### src/rtl/ssgt_pkg.sv
// Shared constants and types for the shell sort block with a programmable gap table.
package ssgt_pkg;

    localparam int MaxKeys  = 64;
    localparam int KeyW     = 32;
    localparam int CntW     = $clog2(MaxKeys + 1);
    localparam int AddrW    = $clog2(MaxKeys);
    localparam int GapW     = 6;
    localparam int PassW    = 3;
    localparam int NumGaps  = 6;
    localparam int GapIdxW  = $clog2(NumGaps);
    localparam int WideW    = (CntW > GapW) ? CntW : GapW;
    localparam int CfgIdxW  = 3;
    localparam int CfgDataW = 6;

    localparam logic [CfgIdxW-1:0] CfgPassCount = 3'd0;
    localparam logic [CfgIdxW-1:0] CfgGapFirst  = 3'd1;
    localparam logic [CfgIdxW-1:0] CfgGapLast   = 3'd6;

    typedef logic signed [KeyW-1:0] t_key;
    typedef logic [CntW-1:0]        t_cnt;

endpackage

### src/rtl/shell_sort_with_gap_table.sv
// Top level of the shell sort block: key loading, gapped insertion passes and key output.
//
//  Channel   Direction  Ports                                        Handshake
//  request   in         i_key_in, i_last_in                          start && !busy
//  result    out        o_key_out, o_last_out, o_dropped             o_valid, one cycle each
//  config    in         i_cfg_idx, i_cfg_data                        i_cfg_we
//
// Loading accepts one key per cycle while start is high. After the last key the gap slots
// are visited in order up to the pass count, saturated at six; a zero gap or a gap not below
// the key count is skipped, and an active gap inserts each element from the gap upwards,
// shifting larger keys along its chain. Output shows one stored key per cycle. Reset
// clears the key count and dropped flag and sets the pass count and all gaps to 1; the key
// RAM is not cleared. Results cannot be stalled, and start is ignored while busy is high.
module shell_sort_with_gap_table (
    input  logic                              i_clk,
    input  logic                              i_rst_n,
    input  logic                              start,
    output logic                              busy,
    input  ssgt_pkg::t_key                    i_key_in,
    input  logic                              i_last_in,
    output logic                              o_valid,
    output ssgt_pkg::t_key                    o_key_out,
    output logic                              o_last_out,
    output logic                              o_dropped,
    input  logic                              i_cfg_we,
    input  logic [ssgt_pkg::CfgIdxW-1:0]      i_cfg_idx,
    input  logic [ssgt_pkg::CfgDataW-1:0]     i_cfg_data
);

    import ssgt_pkg::*;

    localparam logic [3:0] ST_IDLE  = 4'd0;
    localparam logic [3:0] ST_PASS  = 4'd1;
    localparam logic [3:0] ST_IRD   = 4'd2;
    localparam logic [3:0] ST_IHOLD = 4'd3;
    localparam logic [3:0] ST_JRD   = 4'd4;
    localparam logic [3:0] ST_JCMP  = 4'd5;
    localparam logic [3:0] ST_PUT   = 4'd6;
    localparam logic [3:0] ST_EMIT  = 4'd7;
    localparam logic [3:0] ST_DONE  = 4'd8;

    logic [3:0]       r_state, n_state;
    t_cnt             r_cnt, n_cnt;
    logic             r_ovf, n_ovf;
    logic [PassW-1:0] r_pass_cnt;
    logic [GapW-1:0]  r_gap [NumGaps];
    logic [PassW-1:0] r_p, n_p;
    t_cnt             r_step_gap, n_step_gap;
    t_cnt             r_i, n_i;
    t_cnt             r_j, n_j;
    t_key             r_held, n_held;
    logic             r_out_v, n_out_v;
    logic             r_out_last, n_out_last;

    logic             ram_we;
    logic [AddrW-1:0] ram_waddr;
    t_key             ram_wdata;
    logic [AddrW-1:0] ram_raddr;
    t_key             ram_rdata;

    logic [PassW-1:0] passes_sat;
    logic [GapW-1:0]  cur_gap;
    t_cnt             j_minus;
    logic             j_ge;
    logic             key_lt;
    t_cnt             i_next;

    assign passes_sat = (r_pass_cnt > PassW'(NumGaps)) ? PassW'(NumGaps) : r_pass_cnt;
    assign cur_gap    = r_gap[r_p[GapIdxW-1:0]];
    assign j_minus    = r_j - r_step_gap;
    assign j_ge       = (r_j >= r_step_gap);
    assign key_lt     = (r_held < ram_rdata);
    assign i_next     = r_i + t_cnt'(1);

    ssgt_ram #(
        .Width(KeyW),
        .Depth(MaxKeys)
    ) u_key_ram (
        .i_clk  (i_clk),
        .i_we   (ram_we),
        .i_waddr(ram_waddr),
        .i_wdata(ram_wdata),
        .i_raddr(ram_raddr),
        .o_rdata(ram_rdata)
    );

    always_comb begin
        n_state    = r_state;
        n_cnt      = r_cnt;
        n_ovf      = r_ovf;
        n_p        = r_p;
        n_step_gap = r_step_gap;
        n_i        = r_i;
        n_j        = r_j;
        n_held     = r_held;
        n_out_v    = 1'b0;
        n_out_last = 1'b0;
        ram_we     = 1'b0;
        ram_waddr  = r_cnt[AddrW-1:0];
        ram_wdata  = i_key_in;
        ram_raddr  = r_i[AddrW-1:0];
        case (r_state)
            ST_IDLE: begin
                if (start) begin
                    if (r_cnt < t_cnt'(MaxKeys)) begin
                        ram_we = 1'b1;
                        n_cnt  = r_cnt + t_cnt'(1);
                    end else begin
                        n_ovf = 1'b1;
                    end
                    if (i_last_in) begin
                        n_p     = '0;
                        n_state = ST_PASS;
                    end
                end
            end
            ST_PASS: begin
                if (r_p >= passes_sat) begin
                    n_i     = '0;
                    n_state = ST_EMIT;
                end else if ((cur_gap == '0) ||
                             (WideW'(cur_gap) >= WideW'(r_cnt))) begin
                    n_p = r_p + PassW'(1);
                end else begin
                    n_step_gap = t_cnt'(cur_gap);
                    n_i        = t_cnt'(cur_gap);
                    n_state    = ST_IRD;
                end
            end
            ST_IRD: begin
                ram_raddr = r_i[AddrW-1:0];
                n_state   = ST_IHOLD;
            end
            ST_IHOLD: begin
                n_held  = ram_rdata;
                n_j     = r_i;
                n_state = ST_JRD;
            end
            ST_JRD: begin
                if (j_ge) begin
                    ram_raddr = j_minus[AddrW-1:0];
                    n_state   = ST_JCMP;
                end else begin
                    n_state = ST_PUT;
                end
            end
            ST_JCMP: begin
                if (key_lt) begin
                    ram_we    = 1'b1;
                    ram_waddr = r_j[AddrW-1:0];
                    ram_wdata = ram_rdata;
                    n_j       = j_minus;
                    n_state   = ST_JRD;
                end else begin
                    n_state = ST_PUT;
                end
            end
            ST_PUT: begin
                ram_we    = 1'b1;
                ram_waddr = r_j[AddrW-1:0];
                ram_wdata = r_held;
                if (i_next < r_cnt) begin
                    n_i     = i_next;
                    n_state = ST_IRD;
                end else begin
                    n_p     = r_p + PassW'(1);
                    n_state = ST_PASS;
                end
            end
            ST_EMIT: begin
                ram_raddr  = r_i[AddrW-1:0];
                n_out_v    = 1'b1;
                n_out_last = (i_next == r_cnt);
                if (i_next == r_cnt) begin
                    n_state = ST_DONE;
                end else begin
                    n_i = i_next;
                end
            end
            ST_DONE: begin
                n_cnt   = '0;
                n_ovf   = 1'b0;
                n_state = ST_IDLE;
            end
            default: begin
                n_state = ST_IDLE;
            end
        endcase
    end

    always_ff @(posedge i_clk) begin
        if (!i_rst_n) begin
            r_state    <= ST_IDLE;
            r_cnt      <= '0;
            r_ovf      <= 1'b0;
            r_out_v    <= 1'b0;
            r_out_last <= 1'b0;
            r_pass_cnt <= PassW'(1);
            for (int g = 0; g < NumGaps; g++) begin
                r_gap[g] <= GapW'(1);
            end
        end else begin
            r_state    <= n_state;
            r_cnt      <= n_cnt;
            r_ovf      <= n_ovf;
            r_out_v    <= n_out_v;
            r_out_last <= n_out_last;
            if (i_cfg_we) begin
                if (i_cfg_idx == CfgPassCount) begin
                    r_pass_cnt <= i_cfg_data[PassW-1:0];
                end else if (i_cfg_idx inside {[CfgGapFirst:CfgGapLast]}) begin
                    r_gap[GapIdxW'(i_cfg_idx - CfgGapFirst)] <= i_cfg_data[GapW-1:0];
                end
            end
        end
    end

    always_ff @(posedge i_clk) begin
        r_p        <= n_p;
        r_step_gap <= n_step_gap;
        r_i        <= n_i;
        r_j        <= n_j;
        r_held     <= n_held;
    end

    assign busy       = (r_state != ST_IDLE);
    assign o_valid    = r_out_v;
    assign o_key_out  = ram_rdata;
    assign o_last_out = r_out_last;
    assign o_dropped  = r_ovf;

    a_valid_busy: assert property (@(posedge i_clk) disable iff (!i_rst_n)
        o_valid |-> busy)
        else $error("A result was shown while the block was idle.");

    a_last_valid: assert property (@(posedge i_clk) disable iff (!i_rst_n)
        o_last_out |-> o_valid)
        else $error("The last marker was raised without a result.");

    a_done_last: assert property (@(posedge i_clk) disable iff (!i_rst_n)
        (r_state == ST_DONE) |-> (o_valid && o_last_out))
        else $error("The set finished without its last result.");

    a_last_request_busy: assert property (@(posedge i_clk) disable iff (!i_rst_n)
        (start && !busy && i_last_in) |=> busy)
        else $error("The final request of a set did not start the sort.");

    a_count_bound: assert property (@(posedge i_clk) disable iff (!i_rst_n)
        r_cnt <= t_cnt'(MaxKeys))
        else $error("The key count ran past the capacity of the store.");

endmodule

### src/rtl/ssgt_ram.sv
// Generic single-write, single-read RAM with a registered read port.
module ssgt_ram #(
    parameter int Width = 32,
    parameter int Depth = 64
) (
    input  logic                     i_clk,
    input  logic                     i_we,
    input  logic [$clog2(Depth)-1:0] i_waddr,
    input  logic [Width-1:0]         i_wdata,
    input  logic [$clog2(Depth)-1:0] i_raddr,
    output logic [Width-1:0]         o_rdata
);

    logic [Width-1:0] mem [Depth];

    always_ff @(posedge i_clk) begin
        if (i_we) begin
            mem[i_waddr] <= i_wdata;
        end
        o_rdata <= mem[i_raddr];
    end

endmodule

### config.mk
export PLATFORM = sky130hd
export DESIGN_NAME = shell_sort_with_gap_table
export DESIGN_NICKNAME = d
export VERILOG_FILES = /design/src/rtl/ssgt_pkg.sv /design/src/rtl/shell_sort_with_gap_table.sv /design/src/rtl/ssgt_ram.sv
export SDC_FILE = /design/constraint.sdc
export NUM_CORES = 2
export LEC_CHECK = 0
export BUFFER_PORTS_ARGS = -buffer_cell sky130_fd_sc_hd__buf_2
export CORE_MARGIN = 4
export CORE_UTILIZATION = 30
export DETAILED_ROUTE_END_ITERATION = 12
export GPL_TIMING_DRIVEN = 0
export HOLD_SLACK_MARGIN = 0.05
export SETUP_SLACK_MARGIN = 0.3
export SYNTH_ARGS = -nofsm -noshare
export SYNTH_HDL_FRONTEND = slang
export SYNTH_SLANG_ARGS = --single-unit
### constraint.sdc
create_clock -name i_clk -period 7.9 [get_ports i_clk]
set_clock_uncertainty 0.15 [all_clocks]
set_input_delay 1.58 -clock i_clk [delete_from_list [all_inputs] [get_ports i_clk]]
set_output_delay 1.58 -clock i_clk [all_outputs]
set_load 0.05 [all_outputs]
==> run summary <==
Outcome: complete, but fails checks
Failing checks: capacitance limit, slew limit
CTS H-tree lvls: 4
Worst hold margin: 0.337 ns
Yosys warnings: 0
Ports: 82
Synth top area share: 74.9%
CP required: 8.30 ns
Leakage: 0.0322 uW
Syn nets: 5174
Endpoints failing hold: 0
Initial Utilization: 30.2%
Reg2Reg Launch Point: u_key_ram.o_rdata[29]
Via count: 50942
Seq/Total Area, Yosys: 76.1%
Tcrit/Tclk final: 82.8%
Peak Freq: 0.153 GHz
Final Max Tran Viols: 12
Clock Tree Buf Depth: 3
Post-CTS Hold Buffers: 0
Area taken by multi-input logic gates: 19700 sq um
CP Class: reg -> reg
Final Cell Area: 101000 sq um
Register Area: 65600 sq um
DP Area: 94400 sq um
Clk_lat worst skew: 0.87 ns
Final setup margin: 1.35 ns
Mapped cell area: 86300 sq um
Synth area leaders: edfxtp_1, mux4_2, nand2_1
Iter 0 DRT Violations: 7716
Clk sinks: 2203
Antenna violations before repair: 14
CP Launch Type: flop
DRC viols: 0
CP endpoint kind: flop
HPWL after detailed placement: 190000 microns
Row Count: 196
PostCTS Resize Cnt: 0
Slew @ Worst Pin: 1.56 ns
Critical Path Source: u_key_ram.o_rdata[29]
CORE AREA: 286000 sq um
Commonest non-fill, non-tap cell in the layout: edfxtp_1
Hold Crit Start: r_pass_cnt[0]
Synth area leader: edfxtp_1
Setup Viol. Count Final: 0
TritonCTS Buffers: 209
Placement Setup Slack: 1.59 ns
Max-slew headroom: -4.39%
RD Place Congestion: 0.905
Clk root buf: clkbuf_16
Top FF cell, synth: edfxtp_1
Min-delay worst type: reg -> reg
Overall routed net length: 278000 microns
Layout cells sized above 1: 18.6%
RSZ-0062 raised after global routing: false
Clock slew at reported path FFs: 0.07 ns
Die X-Extent: 544 microns
Post-synth EDFFs: 2151
Power density over the cells: 370 nW/um^2
CTS tree: done
DIE AREA: 296000 sq um
Area growth syn-to-layout: 16.9%
Cells after Synth: 5067
Vias in the first global route: 49083
Post-synthesis cell type count: 68
Max-cap violation count: 2
Total gr overflow: 0
DR pass1 iterations: 6
Most frequent cells in the layout: edfxtp_1, nand2_1, nand3_1
Filler instances: 26547
Antenna viol nets, final: 0
Pwr Total: 37300 uW
GRT Resource Usage Total: 18.2%
Critical path data arrival time: 6.94 ns
Avg Cell Area, Syn: 17.0 sq um
Vias/cell: 5.40
Die H: 544 microns
Post-CTS setup buffer count: 0
Buffers added on ports: 81
DR WL/cell: 29.4 microns
Post-layout nets: 5598
Fin crit period: 6.55 ns
Flops & latches, synth: 2203
Share of flip-flops with an asynchronous set or reset: 0%
Largest net degree at the start of global routing: 65
Crit Path Max Fanout: 19
First-pass GRT wire length: 382000 microns
Worst VDD drop: 0.269 mV
[registers in the layout, summed over array words and instances (netlist names), named ones only]
signal,cells
u_key_ram.mem,2048
r_gap,48
r_held,32
u_key_ram.o_rdata,32
r_cnt,7
r_i,7
r_j,7
r_step_gap,6
r_state,4
r_p,3
r_pass_cnt,3
o_dropped,1
o_last_out,1
o_valid,1
[synth_stat cells (all sizes together), types with 21 or more instances]
cell and n:
a22oi 97, o21ai 29, inv 74, mux2i 142
and4 32, nand2 906, a32oi 131, ha 60
mux4 268, clkbuf 141, a22o 32, dfxtp 52
nor2 140, a221oi 32, nand4 171, buf 138
nor3 21, a21oi 28, edfxtp 2151, nand3 270
[path summary, 6_finish.rpt]
path                                         endpoint  slack (ns)  cells after the start
worst max-delay path            u_key_ram.mem[61][21]        1.35                     13
worst min-delay path                    r_pass_cnt[0]        0.34                      2
worst max register to register  u_key_ram.mem[61][21]        1.35                     13
worst min register to register          r_pass_cnt[0]        0.34                      2
[cell families after synthesis]
| logic type | share of synthesized area, % |
|---|---|
| AOI/OAI and AO/OA | 3.90 |
| buffers and inverters | 1.85 |
| DFF | 76.1 |
| muxes | 8.80 |
| xor gates and xnor gates | 0.162 |
| adders and majority gates | 0.893 |
| and+or+nand+nor | 8.34 |
[critical path, stage by stage, from the launching register on]
cell and delay (ns):
dfxtp_1 0.69, inv_1 0.10, ha_1 0.31, a21oi_1 0.07
o21bai_1 0.88, a31oi_1 0.43, a211oi_1 0.36, a211oi_1 0.11
or2_1 0.25, buf_2 0.17, o31ai_1 0.70, nand2_1 0.76
nor2_4 0.94, buf_16 0.24
[routing by layer]
metal	track usage [%]	vias to the layer above	share of wire (%)
met5	0	-	0.011
met4	8.55	4	5.4
met3	5.06	596	11
met2	28.9	3120	46
met1	23.1	26390	37
li1	-	20832	-
[area by class of cell]
cell class / instances / area share, %
sequential: 2203 / 65.1
multi-input combinational: 2510 / 19.5
clock buffer: 260 / 5.42
tap: 3762 / 4.67
timing repair buffer: 213 / 2.80
buffer: 279 / 1.30
clock inverter: 122 / 0.939
inverter: 75 / 0.279
antenna: 5 / 0.0124
[stage by stage]
stage	util, %	std cells	setup TNS, ns
global placement	32.0	8910	-961.97
finish	35.3	9429	0
global route	35.3	9425	0
CTS	35.3	9424	0
floorplan	-	5067	0
detailed placement	33.0	9042	0
[where the power goes]
part	internal, uW	switching, uW
combinational	3980	9580
sequential	13900	251
clock	5230	4400
(Power assumes the default switching activity.)
